==> src/tcp_address_option_extractor_assert.svh <==
// Assertion macros shared by the option extractor RTL.
// Included by the modules that check their own logic; no other dependency.
`ifndef TCP_ADDRESS_OPTION_EXTRACTOR_ASSERT_SVH
`define TCP_ADDRESS_OPTION_EXTRACTOR_ASSERT_SVH
`ifndef SYNTHESIS
// Check an expression on every clock edge outside reset.
`define TAE_ASSERT(name, clk, rstn, prop, msg) \
  name: assert property (@(posedge clk) disable iff (!rstn) (prop)) else $error(msg);
// Check that a condition implies a consequence on the same edge.
`define TAE_ASSERT_IMP(name, clk, rstn, ante, cons, msg) \
  name: assert property (@(posedge clk) disable iff (!rstn) (ante) |-> (cons)) else $error(msg);
`else
`define TAE_ASSERT(name, clk, rstn, prop, msg)
`define TAE_ASSERT_IMP(name, clk, rstn, ante, cons, msg)
`endif
`endif

==> src/tae_pkg.sv <==
// Types and constants of the TCP address option extractor.
// No dependencies; used by every module of the block.
package tae_pkg;

  localparam int MaxOptionBytes = 40;
  localparam int QueueDepth     = 4;
  localparam int QPtrW          = $clog2(QueueDepth);
  localparam int QCntW          = $clog2(QueueDepth + 1);

  localparam logic [7:0] OptEol      = 8'd0;
  localparam logic [7:0] OptNop      = 8'd1;
  localparam logic [7:0] OptHdrBytes = 8'd2;

  localparam logic [1:0] CfgAddrKind = 2'd0;
  localparam logic [1:0] CfgV4Len    = 2'd1;
  localparam logic [1:0] CfgV6Len    = 2'd2;

  localparam logic [7:0] RstAddrKind = 8'd254;
  localparam logic [5:0] RstV4Len    = 6'd8;
  localparam logic [5:0] RstV6Len    = 6'd20;

  typedef enum logic [4:0] {
    PhKind = 5'b00001,
    PhLen  = 5'b00010,
    PhSkip = 5'b00100,
    PhCap  = 5'b01000,
    PhIdle = 5'b10000
  } phase_e;

  typedef enum logic [1:0] {
    FormNone = 2'd0,
    FormV4   = 2'd1,
    FormV6   = 2'd2
  } form_e;

  typedef enum logic [2:0] {
    VrdNotFound = 3'd0,
    VrdEol      = 3'd1,
    VrdBadLen   = 3'd2,
    VrdPartial  = 3'd3,
    VrdFoundV4  = 3'd4,
    VrdFoundV6  = 3'd5
  } verdict_e;

  // One queue entry: what a single option byte produced.
  typedef struct packed {
    logic       has_pay;
    logic [7:0] pay;
    logic       has_vrd;
    logic [2:0] vrd;
    logic       nat64;
    logic       mapped;
  } entry_t;

endpackage

==> src/tcp_address_option_extractor.sv <==
// TCP address option extractor: one option byte per beat in, payload/verdict beats out.
// Throughput: one byte per cycle while the queue has room; a byte with two results gives two output beats.
// The output register drains one beat per cycle while out_ready_i is high; a four-entry queue absorbs bursts.
// Reset (rst_ni low, asynchronous): no packet open, queue empty, config at defaults.
// Depends on tae_pkg, tae_front, tae_fifo and tae_back.
module tcp_address_option_extractor (
  input  logic       clk_i,
  input  logic       rst_ni,
  input  logic       cfg_valid_i,
  output logic       cfg_ready_o,
  input  logic [1:0] cfg_index_i,
  input  logic [7:0] cfg_data_i,
  input  logic       in_valid_i,
  output logic       in_ready_o,
  input  logic [7:0] opt_byte_i,
  input  logic       first_of_packet_i,
  input  logic [5:0] options_len_i,
  input  logic       family_i,
  output logic       out_valid_o,
  input  logic       out_ready_i,
  output logic       out_kind_o,
  output logic [7:0] payload_byte_o,
  output logic [2:0] verdict_o,
  output logic       nat64_flag_o,
  output logic       mapped_v4_flag_o,
  output logic       last_of_packet_o
);

  logic            in_acc;
  logic            push, pop, empty, full;
  tae_pkg::entry_t push_ent, head_ent;

  // Config writes are registered directly; the port never stalls.
  assign cfg_ready_o = 1'b1;

  // Take a byte whenever the queue has room, regardless of the output side.
  assign in_ready_o = !full;
  assign in_acc     = in_valid_i & in_ready_o;

  // Parse each accepted byte and build at most one queue entry for it.
  tae_front u_front (
    .clk_i             (clk_i),
    .rst_ni            (rst_ni),
    .cfg_we_i          (cfg_valid_i & cfg_ready_o),
    .cfg_index_i       (cfg_index_i),
    .cfg_data_i        (cfg_data_i),
    .acc_i             (in_acc),
    .opt_byte_i        (opt_byte_i),
    .first_of_packet_i (first_of_packet_i),
    .options_len_i     (options_len_i),
    .family_i          (family_i),
    .push_o            (push),
    .ent_o             (push_ent)
  );

  // Decouple parser and output so each can stall on its own.
  tae_fifo u_fifo (
    .clk_i   (clk_i),
    .rst_ni  (rst_ni),
    .push_i  (push),
    .wdata_i (push_ent),
    .pop_i   (pop),
    .rdata_o (head_ent),
    .empty_o (empty),
    .full_o  (full)
  );

  // Expand each entry into its payload beat and/or verdict beat.
  tae_back u_back (
    .clk_i            (clk_i),
    .rst_ni           (rst_ni),
    .ent_i            (head_ent),
    .empty_i          (empty),
    .pop_o            (pop),
    .out_valid_o      (out_valid_o),
    .out_ready_i      (out_ready_i),
    .out_kind_o       (out_kind_o),
    .payload_byte_o   (payload_byte_o),
    .verdict_o        (verdict_o),
    .nat64_flag_o     (nat64_flag_o),
    .mapped_v4_flag_o (mapped_v4_flag_o),
    .last_of_packet_o (last_of_packet_o)
  );

endmodule

==> src/tae_front.sv <==
// Front end: accepts option bytes, runs the option parser, pushes result entries.
// Depends on tae_pkg and the assertion header.
`include "tcp_address_option_extractor_assert.svh"
module tae_front (
  input  logic              clk_i,
  input  logic              rst_ni,
  input  logic              cfg_we_i,
  input  logic [1:0]        cfg_index_i,
  input  logic [7:0]        cfg_data_i,
  input  logic              acc_i,
  input  logic [7:0]        opt_byte_i,
  input  logic              first_of_packet_i,
  input  logic [5:0]        options_len_i,
  input  logic              family_i,
  output logic              push_o,
  output tae_pkg::entry_t   ent_o
);

  logic [7:0] addr_kind_q;
  logic [5:0] v4_len_q, v6_len_q;

  logic [5:0]          bl_q, bl_d;
  tae_pkg::phase_e     phase_q, phase_d;
  logic [7:0]          kind_q, kind_d;
  logic [5:0]          skip_q, skip_d;
  logic [5:0]          cap_q, cap_d;
  tae_pkg::form_e      form_q, form_d;
  logic                given_q, given_d;

  logic [5:0]          sat_len;
  logic [5:0]          avail;
  logic [5:0]          body;
  tae_pkg::phase_e     cur_phase;
  tae_pkg::form_e      hit_form;
  tae_pkg::entry_t     ent;

  assign sat_len = (options_len_i > 6'(tae_pkg::MaxOptionBytes)) ?
                   6'(tae_pkg::MaxOptionBytes) : options_len_i;
  assign body    = 6'(opt_byte_i - tae_pkg::OptHdrBytes);

  always_comb begin
    bl_d      = bl_q;
    phase_d   = phase_q;
    kind_d    = kind_q;
    skip_d    = skip_q;
    cap_d     = cap_q;
    form_d    = form_q;
    given_d   = given_q;
    ent       = '0;
    avail     = '0;
    hit_form  = tae_pkg::FormNone;

    // Open a new packet; drop whatever was still in progress.
    if (first_of_packet_i) begin
      given_d = 1'b0;
      form_d  = tae_pkg::FormNone;
      skip_d  = '0;
      cap_d   = '0;
      kind_d  = '0;
      bl_d    = sat_len;
      if (sat_len == '0) begin
        ent.has_vrd = 1'b1;
        ent.vrd     = tae_pkg::VrdNotFound;
        phase_d     = tae_pkg::PhIdle;
      end else begin
        phase_d = tae_pkg::PhKind;
      end
    end

    cur_phase = phase_d;
    if (!ent.has_vrd && cur_phase != tae_pkg::PhIdle && bl_d != '0) begin
      avail   = bl_d;
      bl_d    = bl_d - 6'd1;
      unique case (cur_phase)
        tae_pkg::PhKind: begin
          if (opt_byte_i == tae_pkg::OptEol) begin
            ent.has_vrd = 1'b1;
            ent.vrd     = tae_pkg::VrdEol;
          end else if (opt_byte_i != tae_pkg::OptNop) begin
            if (avail < 6'(tae_pkg::OptHdrBytes)) begin
              ent.has_vrd = 1'b1;
              ent.vrd     = tae_pkg::VrdPartial;
            end else begin
              kind_d  = opt_byte_i;
              phase_d = tae_pkg::PhLen;
            end
          end
        end
        tae_pkg::PhLen: begin
          if (opt_byte_i < tae_pkg::OptHdrBytes) begin
            ent.has_vrd = 1'b1;
            ent.vrd     = tae_pkg::VrdBadLen;
          end else if (9'(opt_byte_i) > 9'(avail) + 9'd1) begin
            ent.has_vrd = 1'b1;
            ent.vrd     = tae_pkg::VrdPartial;
          end else begin
            if (kind_q == addr_kind_q) begin
              if (opt_byte_i == {2'b00, v4_len_q}) begin
                hit_form = tae_pkg::FormV4;
              end else if (opt_byte_i == {2'b00, v6_len_q}) begin
                hit_form = tae_pkg::FormV6;
              end
            end
            form_d = hit_form;
            if (hit_form != tae_pkg::FormNone) begin
              if (body == '0) begin
                ent.has_vrd = 1'b1;
              end else begin
                cap_d   = body;
                phase_d = tae_pkg::PhCap;
              end
            end else if (body == '0) begin
              phase_d = tae_pkg::PhKind;
            end else begin
              skip_d  = body;
              phase_d = tae_pkg::PhSkip;
            end
          end
        end
        tae_pkg::PhSkip: begin
          if (skip_q != '0) skip_d = skip_q - 6'd1;
          if (skip_d == '0) phase_d = tae_pkg::PhKind;
        end
        tae_pkg::PhCap: begin
          ent.has_pay = 1'b1;
          ent.pay     = opt_byte_i;
          if (cap_q != '0) cap_d = cap_q - 6'd1;
          if (cap_d == '0) begin
            hit_form    = form_q;
            ent.has_vrd = 1'b1;
          end
        end
        default: begin
          phase_d = tae_pkg::PhIdle;
        end
      endcase

      // Found verdict: report the matched form and the family flags.
      if (ent.has_vrd && hit_form != tae_pkg::FormNone) begin
        if (hit_form == tae_pkg::FormV6) begin
          ent.vrd   = tae_pkg::VrdFoundV6;
          ent.nat64 = ~family_i;
        end else begin
          ent.vrd    = tae_pkg::VrdFoundV4;
          ent.mapped = family_i;
        end
      end

      // Area exhausted with nothing decided.
      if (!ent.has_vrd && bl_d == '0 && !given_d) begin
        ent.has_vrd = 1'b1;
        ent.vrd     = tae_pkg::VrdNotFound;
      end
    end

    if (ent.has_vrd) begin
      given_d = 1'b1;
      phase_d = tae_pkg::PhIdle;
    end
  end

  assign push_o = acc_i & (ent.has_pay | ent.has_vrd);
  assign ent_o  = ent;

  always_ff @(posedge clk_i or negedge rst_ni) begin
    if (!rst_ni) begin
      addr_kind_q <= tae_pkg::RstAddrKind;
      v4_len_q    <= tae_pkg::RstV4Len;
      v6_len_q    <= tae_pkg::RstV6Len;
    end else if (cfg_we_i) begin
      unique case (cfg_index_i)
        tae_pkg::CfgAddrKind: addr_kind_q <= cfg_data_i;
        tae_pkg::CfgV4Len:    v4_len_q    <= cfg_data_i[5:0];
        tae_pkg::CfgV6Len:    v6_len_q    <= cfg_data_i[5:0];
        default: ;
      endcase
    end
  end

  always_ff @(posedge clk_i or negedge rst_ni) begin
    if (!rst_ni) begin
      bl_q    <= '0;
      phase_q <= tae_pkg::PhIdle;
      kind_q  <= '0;
      skip_q  <= '0;
      cap_q   <= '0;
      form_q  <= tae_pkg::FormNone;
      given_q <= 1'b0;
    end else if (acc_i) begin
      bl_q    <= bl_d;
      phase_q <= phase_d;
      kind_q  <= kind_d;
      skip_q  <= skip_d;
      cap_q   <= cap_d;
      form_q  <= form_d;
      given_q <= given_d;
    end
  end

  `TAE_ASSERT_IMP(a_given_idle, clk_i, rst_ni, given_q, phase_q == tae_pkg::PhIdle, "open parse")
  `TAE_ASSERT_IMP(a_skip_nonzero, clk_i, rst_ni, phase_q == tae_pkg::PhSkip, skip_q != '0, "skip 0")

endmodule

==> src/tae_fifo.sv <==
// Short queue of result entries between the parser front and the output back end.
// Depends on tae_pkg and the assertion header.
`include "tcp_address_option_extractor_assert.svh"
module tae_fifo (
  input  logic            clk_i,
  input  logic            rst_ni,
  input  logic            push_i,
  input  tae_pkg::entry_t wdata_i,
  input  logic            pop_i,
  output tae_pkg::entry_t rdata_o,
  output logic            empty_o,
  output logic            full_o
);

  tae_pkg::entry_t               mem_q [tae_pkg::QueueDepth];
  logic [tae_pkg::QPtrW-1:0]     wr_ptr_q, rd_ptr_q;
  logic [tae_pkg::QCntW-1:0]     cnt_q;

  assign empty_o = (cnt_q == '0);
  assign full_o  = (cnt_q == tae_pkg::QCntW'(tae_pkg::QueueDepth));
  assign rdata_o = mem_q[rd_ptr_q];

  always_ff @(posedge clk_i) begin
    if (push_i) mem_q[wr_ptr_q] <= wdata_i;
  end

  always_ff @(posedge clk_i or negedge rst_ni) begin
    if (!rst_ni) begin
      wr_ptr_q <= '0;
      rd_ptr_q <= '0;
      cnt_q    <= '0;
    end else begin
      if (push_i) wr_ptr_q <= wr_ptr_q + tae_pkg::QPtrW'(1);
      if (pop_i)  rd_ptr_q <= rd_ptr_q + tae_pkg::QPtrW'(1);
      unique case ({push_i, pop_i})
        2'b10:   cnt_q <= cnt_q + tae_pkg::QCntW'(1);
        2'b01:   cnt_q <= cnt_q - tae_pkg::QCntW'(1);
        default: cnt_q <= cnt_q;
      endcase
    end
  end

  `TAE_ASSERT(a_no_overflow, clk_i, rst_ni, !(push_i && full_o && !pop_i), "push into full queue")
  `TAE_ASSERT(a_no_underflow, clk_i, rst_ni, !(pop_i && empty_o), "pop from empty queue")

endmodule

==> src/tae_back.sv <==
// Back end: drains queue entries into an output register, one beat per cycle while the output is ready.
// Depends on tae_pkg and the assertion header.
`include "tcp_address_option_extractor_assert.svh"
module tae_back (
  input  logic            clk_i,
  input  logic            rst_ni,
  input  tae_pkg::entry_t ent_i,
  input  logic            empty_i,
  output logic            pop_o,
  output logic            out_valid_o,
  input  logic            out_ready_i,
  output logic            out_kind_o,
  output logic [7:0]      payload_byte_o,
  output logic [2:0]      verdict_o,
  output logic            nat64_flag_o,
  output logic            mapped_v4_flag_o,
  output logic            last_of_packet_o
);

  logic       valid_q;
  logic       pend_q;
  logic [2:0] pend_vrd_q;
  logic       pend_nat_q, pend_map_q;
  logic       kind_q;
  logic [7:0] pay_q;
  logic [2:0] vrd_q;
  logic       nat_q, map_q;
  logic       load;

  assign load  = !valid_q || out_ready_i;
  assign pop_o = load && !pend_q && !empty_i;

  always_ff @(posedge clk_i or negedge rst_ni) begin
    if (!rst_ni) begin
      valid_q <= 1'b0;
      pend_q  <= 1'b0;
    end else if (load) begin
      if (pend_q) begin
        valid_q <= 1'b1;
        pend_q  <= 1'b0;
      end else if (!empty_i) begin
        valid_q <= 1'b1;
        pend_q  <= ent_i.has_pay & ent_i.has_vrd;
      end else begin
        valid_q <= 1'b0;
      end
    end
  end

  // Payload byte goes out first; hold the verdict of the same entry for the next beat.
  always_ff @(posedge clk_i) begin
    if (load) begin
      if (pend_q) begin
        kind_q <= 1'b1;
        pay_q  <= '0;
        vrd_q  <= pend_vrd_q;
        nat_q  <= pend_nat_q;
        map_q  <= pend_map_q;
      end else if (!empty_i) begin
        pend_vrd_q <= ent_i.vrd;
        pend_nat_q <= ent_i.nat64;
        pend_map_q <= ent_i.mapped;
        if (ent_i.has_pay) begin
          kind_q <= 1'b0;
          pay_q  <= ent_i.pay;
          vrd_q  <= tae_pkg::VrdNotFound;
          nat_q  <= 1'b0;
          map_q  <= 1'b0;
        end else begin
          kind_q <= 1'b1;
          pay_q  <= '0;
          vrd_q  <= ent_i.vrd;
          nat_q  <= ent_i.nat64;
          map_q  <= ent_i.mapped;
        end
      end
    end
  end

  assign out_valid_o      = valid_q;
  assign out_kind_o       = kind_q;
  assign payload_byte_o   = pay_q;
  assign verdict_o        = vrd_q;
  assign nat64_flag_o     = nat_q;
  assign mapped_v4_flag_o = map_q;
  assign last_of_packet_o = kind_q;

  `TAE_ASSERT_IMP(a_pend_after_payload, clk_i, rst_ni, pend_q, valid_q && !kind_q, "pending verdict without payload beat in front of it")

endmodule
==> config.mk <==
export PLATFORM = sky130hd
export DESIGN_NAME = tcp_address_option_extractor
export DESIGN_NICKNAME = d
export VERILOG_FILES = /design/src/tae_pkg.sv /design/src/tcp_address_option_extractor.sv /design/src/tae_front.sv /design/src/tae_fifo.sv /design/src/tae_back.sv
export VERILOG_INCLUDE_DIRS = /design/src /design/src/src
export SDC_FILE = /design/constraint.sdc
export NUM_CORES = 1
export LEC_CHECK = 0
export BUFFER_PORTS_ARGS = -buffer_cell sky130_fd_sc_hd__buf_2
export CORE_MARGIN = 10
export CORE_UTILIZATION = 25
export DETAILED_ROUTE_END_ITERATION = 10
export HOLD_SLACK_MARGIN = 0.12
export PLACE_DENSITY = 0.5
export SYNTH_ARGS = -nofsm -noshare
export SYNTH_HDL_FRONTEND = slang
export SYNTH_SLANG_ARGS = --single-unit
==> constraint.sdc <==
create_clock -name clk_i -period 7 [get_ports clk_i]
set_input_delay 0.35 -clock clk_i [delete_from_list [all_inputs] [get_ports clk_i]]
set_output_delay 0.35 -clock clk_i [all_outputs]
set_load 0.02 [all_outputs]
Yosys cells after proc, flatten, opt, wreduce, memory -nomap -nowiden
Memories as Yosys holds them, arrays and structs flattened. Cells that the tools add are included.

Add/sub/neg operators: 9. $lt $le $gt $ge: 4. Eq/ne operators: 16. Multiplexer cells: 103. Bitwise logic cells: 7. Reduce and logical (&&, ||, !) cells: 34.

Operators by type and width (number): $mux W6 (21); $mux W5 (13); $mux W8 (8); $mux W2 (16); $logic_not A6 Y1 (5); $mux W4 (7); $mux W1 (24); $pmux W6 S2 (2); $pmux W5 S4 (1); $reduce_bool A6 Y1 (3); $sub A6 B1 Y6 const B (3); $eq A8 B6 Y1 (2); $mux W15 (1); $mux W3 (5); $pmux W3 S2 (2); $mux W9 (1); $eq A8 B8 Y1 (1); $gt A8 B7 Y1 (1); $logic_not A8 Y1 (1); $lt A8 B2 Y1 const B (1); $ne A8 B1 Y1 const B (1); $reduce_and A2 Y1 (4); $add A6 B1 Y7 const B (1); $logic_and A1 B1 Y1 (7); other kinds (26) (42).

Bits in registers: 82. RAM bits: 60. Word-level logic and storage cells: 197. Memories: 1.

Memory list: u_fifo.mem_q (words 4, bits a word 15, read ports 1, clocked after memory_dff 0, wr ports 1, line tae_fifo.sv:15) `tae_pkg::entry_t mem_q [tae_pkg::QueueDepth];`.

Longest topological paths before layout
Depth in word-level cells: 24. Depth in mapped cells: 23. Mapped depth without buffers: 21.

Cells and area by module
Synthesis repeated with hierarchy kept, for this count alone.

Cell total of the unflattened synthesis: 634. Area total of the unflattened synthesis: 7648.6 sq um.

By module, submodules not included: tae_front (instances 1, cells each 464, area an instance 4207.8 sq um); tae_fifo (instances 1, cells each 116, area an instance 2601.2 sq um); tae_back (instances 1, cells each 50, area an instance 818.3 sq um); tcp_address_option_extractor (instances 1, cells each 4, area an instance 21.3 sq um).

Worst setup path after synthesis
No wires, ideal clock.

Kind: input port to flip-flop. From: input options_len_i[3]. To: register u_fifo.cnt_q[2] (netlist name). Data arrival time: 4.254 ns. Data required time: 6.921 ns. Path slack: 2.667 ns. Stages: 21. Path buffers: 0. Cells stage by stage: o21a_1 o2bb2ai_1 inv_1 nor3_1 nand2_1 xnor2_1 ha_1 a21o_1 a211oi_1 o21ai_0 nor2_1 o221ai_2 nor3_2 a21oi_2 inv_1 ha_1 inv_1 fa_1 xor2_1 nor2_1 xor2_1.

Cells in the longest elaborated chain, start to end: 20. Elaborated cells on any way between the ends: 43. Classes of those cells: 2 x add/sub; 3 x order compare; 6 x eq/ne; 20 x mux; 2 x bitwise; 10 x reduce/logical.

RTL lines: start: declaration (line tcp_address_option_extractor.sv:17) `input logic [5:0] options_len_i,`; $gt A6 B6 Y1 (line tae_front.sv:37) `assign sat_len = (options_len_i > 6'(tae_pkg::MaxOptionBytes)) ?`; $mux W6 (*) (line tae_front.sv:37); parallel branches: the longest is 13 deep, another holds $gt A8 B7 Y1; $mux W15 (*) (line tae_front.sv:71) `if (!ent.has_vrd && cur_phase != tae_pkg::PhIdle && bl_d != '0) begin`; $or A1 B1 Y1 (*) (line tae_front.sv:162) `assign push_o = acc_i & (ent.has_pay | ent.has_vrd);`; $and A1 B1 Y1 (*) (line tae_front.sv:162); $eq A2 B1 Y1 or $eq A2 B2 Y1 (tied branches) (line tae_fifo.sv:35) `unique case ({push_i, pop_i})`; $pmux W3 S2 or $reduce_bool A2 Y1 (tied branches); end signal: assignment (line tae_fifo.sv:36) `2'b10: cnt_q <= cnt_q + tae_pkg::QCntW'(1);`; end signal: assignment (line tae_fifo.sv:37) `2'b01: cnt_q <= cnt_q - tae_pkg::QCntW'(1);`; end signal: assignment (line tae_fifo.sv:38) `default: cnt_q <= cnt_q;`; end: declaration (line tae_fifo.sv:17) `logic [tae_pkg::QCntW-1:0] cnt_q;`.

Mark *: on every way between the ends. The select of a mux whose other input is x is not followed. A chain may end at the register's enable or synchronous reset.

Worst setup path after layout
From: input first_of_packet_i. To: register u_fifo.cnt_q[2] (netlist name).

Cells in the longest elaborated chain, start to end: 17. Elaborated cells on any way between the ends: 45. Classes of those cells: 2 x add/sub; 2 x order compare; 6 x eq/ne; 22 x mux; 2 x bitwise; 11 x reduce/logical.

RTL lines: start: declaration (line tcp_address_option_extractor.sv:16) `input logic first_of_packet_i,`; parallel branches: the longest is 12 deep, another holds $gt A8 B7 Y1; $mux W15 (*) (line tae_front.sv:71); $or A1 B1 Y1 (*) (line tae_front.sv:162); $and A1 B1 Y1 (*) (line tae_front.sv:162); $eq A2 B1 Y1 or $eq A2 B2 Y1 (tied branches) (line tae_fifo.sv:35); $pmux W3 S2 or $reduce_bool A2 Y1 (tied branches).

Marked as above.

==> impl_metrics.tcl <==
set metrics [dict create \
    status "finished clean" \
    period_needed_ps 4859 \
    wl_per_cell_um 17.96 \
    globalplace.congestion 0.8670 \
    die_area_um2 37910 \
    cts_resized 0 \
    fp.coreArea_um2 29870 \
    synth_mux_area_share_pct 9.116 \
    path_cells "buf_2 > inv_1 > o2bb2ai_1 > inv_1 > nor3_1 > nand2_1 > xnor2_1 > ha_1 > a21o_1 > a211oi_1 > o21ai_0 > nor2_1 > o221ai_2 > nor3_2 > a21oi_2 > inv_1 > ha_1 > inv_1 > fa_1 > xor2_1 > nor2_1 > xor2_1" \
    die_x_um 194.7 \
    p_switching_mw 1.055 \
    finalHoldViolCount 0 \
    syn-num-nets 696 \
    crit_path_end_kind "flop" \
    num_vias 5208 \
    ant_nets 0 \
    maxCapViolations 0 \
    setup_ws_ps 2141 \
    drc 0 \
    root_buffer "clkbuf_16" \
    netlist_area_um2 7631 \
    syn_to_final_growth_pct 15.95 \
    dp_hpwl_mm 14.06 \
    fin_crit_sh_pct 69.42 \
    grt_pass1_wl_mm 31.51 \
    synth_top_family_by_area "simple AND/OR/NAND/NOR gates" \
    dp_slack_ps 1753 \
    num_rows 63 \
    p_int_mw 2.113 \
    cts_buffer_depth 2 \
    synth_cell_types 81 \
    required_ps 7350 \
    synth_compound_area_share_pct 12.48 \
    netSwitchingFraction_pct 33.31 \
    n_antenna_cell 0 \
    clk_pin_slew_worst_paths_ps 60 \
    synth_edf_count 79 \
    antenna_found_initial 1 \
    synth_sequential_area_ratio_pct 51.93 \
    slowest_stage "inv_1" \
    grt_max_degree 64 \
    die_y_um 194.7 \
    clk_latency_ps 430 \
    viasPerCell 4.782 \
    hold_buffers 0 \
    drv_slew 0 \
    dr.pass1.iters 4 \
    holdWs_ps 130.3 \
    cp_common_cell "inv_1" \
    yosys_warnings 0 \
    ys_ff_latch 142 \
    rsz0062_at_grt "no" \
    cts_made_buffers 17 \
    crit_fanout 15 \
    fin_worst_skew_ps 12.39 \
    place_area_um2 8190 \
    track_usage_pct 10.43 \
    start_kind "input port" \
    synthXorXnorAreaFrac_pct 4.706 \
    synth_flop_cell "edfxtp_1" \
    yosys.area_share.adder_pct 3.378 \
    cts_tree "built" \
    fmax_mhz 205.8 \
    async_flop_share_pct 44.37 \
    powerDensity_nw_per_um2 358.1 \
    cp_slowest_stage_delay_ps 450 \
    grt_pass1_vias 5327 \
    layout-drive-gt1-share_pct 23.18 \
    crit_arrival_ps 5210 \
    ios 49 \
    pwr-share-clk_pct 32.2 \
    peakVddDrop_mv 0.1713 \
    relSlewSlack_pct 29.46 \
    cp_top_family "compound AO/OA/AOI/OAI gates" \
    cts_htree_levels 4 \
    start_util_pct 25.54 \
    crit_type "in2reg" \
    design_area_um2 8848 \
    syn_avg_cell_area_um2 11.83 \
    worstMarginPinSlew_ps 1058 \
    overflow 0 \
    cts_sinks 142 \
    post_cts_buffers 0 \
    drtIter0Drc 336 \
    timing.setup.tns_ps 0 \
    p_seq_share_pct 39.6 \
    nNetsFinal 737 \
    path_buf_inv 5 \
    pwr-share-comb_pct 28.2 \
    syn_inst 645 \
    synth-simple-area-share_pct 14.67 \
    routed_wirelength_mm 19.56 \
    hold_class "in2async" \
    leakagePower_nw 3.366 \
    setup_violations 0 \
    io_buffers 47 \
]
[through the flow]
stage | total power [mW] | cells | utilization, %
2_1_floorplan | 1.915 | 645 | -
3_3_place_gp | 2.172 | 1057 | 27.42
3_5_place_dp | 2.174 | 1057 | 27.42
4_1_cts | 3.214 | 1089 | 29.62
5_1_grt | 3.367 | 1089 | 29.62
6_report | 3.168 | 1089 | 29.62
[area by class of cell]
type	count	area (um2)
Clock buffer	18	429.2
Clock inverter	14	229.0
Fill cell	3049	21030
Inverter	23	86.33
Multi-Input combinational cell	451	3388
Sequential cell	142	3963
Tap cell	390	488.0
Timing Repair Buffer	51	265.3
[final timing paths]
kind                                    from                      to  slack (ps)  cells after the start
setup / recovery           first_of_packet_i         u_fifo.cnt_q[2]        2140                     22
hold reg to reg            u_front.form_q[1]       u_front.form_q[1]         510                      1
max in group asynchronous             rst_ni     u_front.v6_len_q[1]        6260                      2
min in group clk_i             cfg_data_i[6]  u_front.addr_kind_q[6]         160                      2
setup reg to reg             u_front.bl_q[1]         u_fifo.cnt_q[2]        2400                     20
hold / removal                        rst_ni         u_fifo.cnt_q[0]         130                      2
[cells by family (layout without fill, tap and decap cells)]
group | count (synthesis) | count (layout)
AOI/OAI and AO/OA | 135 | 135
xor gates and xnor gates | 41 | 41
adders and majority gates | 20 | 20
buffers and inverters | 52 | 106
DFF | 142 | 142
muxes | 49 | 49
other | 1 | 1
and+or+nand+nor | 205 | 205
[Yosys cell counts, types with 3 or more instances]
| cell | instances | area, um2 |
|---|---|---|
| and3_2 | 5 | 37.54 |
| clkbuf_1 | 10 | 37.54 |
| o21ai_0 | 29 | 145.1 |
| xor2_1 | 22 | 192.7 |
| a22o_1 | 14 | 122.6 |
| a31oi_1 | 4 | 25.02 |
| nand2_1 | 54 | 202.7 |
| a31o_2 | 4 | 35.03 |
| mux4_2 | 14 | 315.3 |
| dfstp_2 | 11 | 289.0 |
| o21ai_1 | 3 | 15.01 |
| edfxtp_1 | 79 | 2372 |
| inv_1 | 23 | 86.33 |
| nand3b_1 | 9 | 67.56 |
| or2_2 | 3 | 18.77 |
| buf_1 | 3 | 11.26 |
| nor2b_1 | 13 | 81.33 |
| buf_2 | 8 | 40.04 |
| nor2_1 | 39 | 146.4 |
| a21oi_1 | 23 | 115.1 |
| nand3_1 | 8 | 40.04 |
| nor3b_1 | 8 | 60.06 |
| nand4_1 | 9 | 56.30 |
| a32oi_1 | 3 | 26.28 |
| o22ai_1 | 9 | 56.30 |
| or4_4 | 3 | 33.78 |
| o31ai_1 | 4 | 30.03 |
| a2bb2oi_1 | 3 | 26.28 |
| nor3_1 | 16 | 80.08 |
| clkbuf_8 | 3 | 41.29 |
| mux2i_1 | 11 | 110.1 |
| a211oi_1 | 3 | 22.52 |
| xnor2_1 | 19 | 166.4 |
| o2bb2ai_1 | 4 | 35.03 |
| mux2_2 | 24 | 270.3 |
| o211ai_1 | 3 | 22.52 |
| o32ai_1 | 4 | 35.03 |
| ha_1 | 19 | 237.7 |
| nor4_1 | 10 | 62.56 |
| nand2b_1 | 5 | 31.28 |
| and2_1 | 4 | 25.02 |
| dfrtp_1 | 52 | 1301 |
| a21o_1 | 4 | 30.03 |
[metal layers]
metal	part of all wire [%]	global-route usage (%)
met3	5.0	2.702
met5	0.061	0
met2	47	16.64
met4	1.2	2.953
met1	46	13.60
[cells in the final DEF (no fill, tap or decap), types with 4 or more instances in the layout]
cell type  instances
a21o_1             4
a21oi_1           23
a22o_1            14
a31o_2             4
a31oi_1            4
and2_1             4
and3_2             5
buf_2             47
buf_4              4
bufinv_16          5
clkbuf_16         17
dfrtp_1           52
dfstp_2           11
edfxtp_1          79
ha_1              19
inv_1             23
mux2_2            24
mux2i_1           11
mux4_2            14
nand2_1           54
nand2b_1           5
nand3_1            8
nand3b_1           9
nand4_1            9
nor2_1            39
nor2b_1           13
nor3_1            16
nor3b_1            8
nor4_1            10
o21ai_0           29
o22ai_1            9
o2bb2ai_1          4
o31ai_1            4
o32ai_1            4
xnor2_1           19
xor2_1            22
[flip-flops by register name (all words and copies together) (netlist names), 2 cells and up]
register / flops
u_fifo.mem_q: 60
u_back.payload_byte_o: 8
u_front.addr_kind_q: 8
u_front.kind_q: 8
u_front.bl_q: 6
u_front.cap_q: 6
u_front.skip_q: 6
u_front.v4_len_q: 6
u_front.v6_len_q: 6
u_front.phase_q: 5
u_back.pend_vrd_q: 3
u_back.verdict_o: 3
u_fifo.cnt_q: 3
u_fifo.rd_ptr_q: 2
u_fifo.wr_ptr_q: 2
u_front.form_q: 2
[power by group through the flow]
stage          Combinational, mW  Sequential [mW]  Clock [mW]
6_report                   0.895             1.25        1.02
5_1_grt                     1.00             1.28        1.08
4_1_cts                    0.905             1.26        1.05
3_5_place_dp               0.900             1.27           0
3_3_place_gp               0.898             1.27           0
2_1_floorplan              0.673             1.24           0
Note: power is estimated with default switching activity, not from simulation.
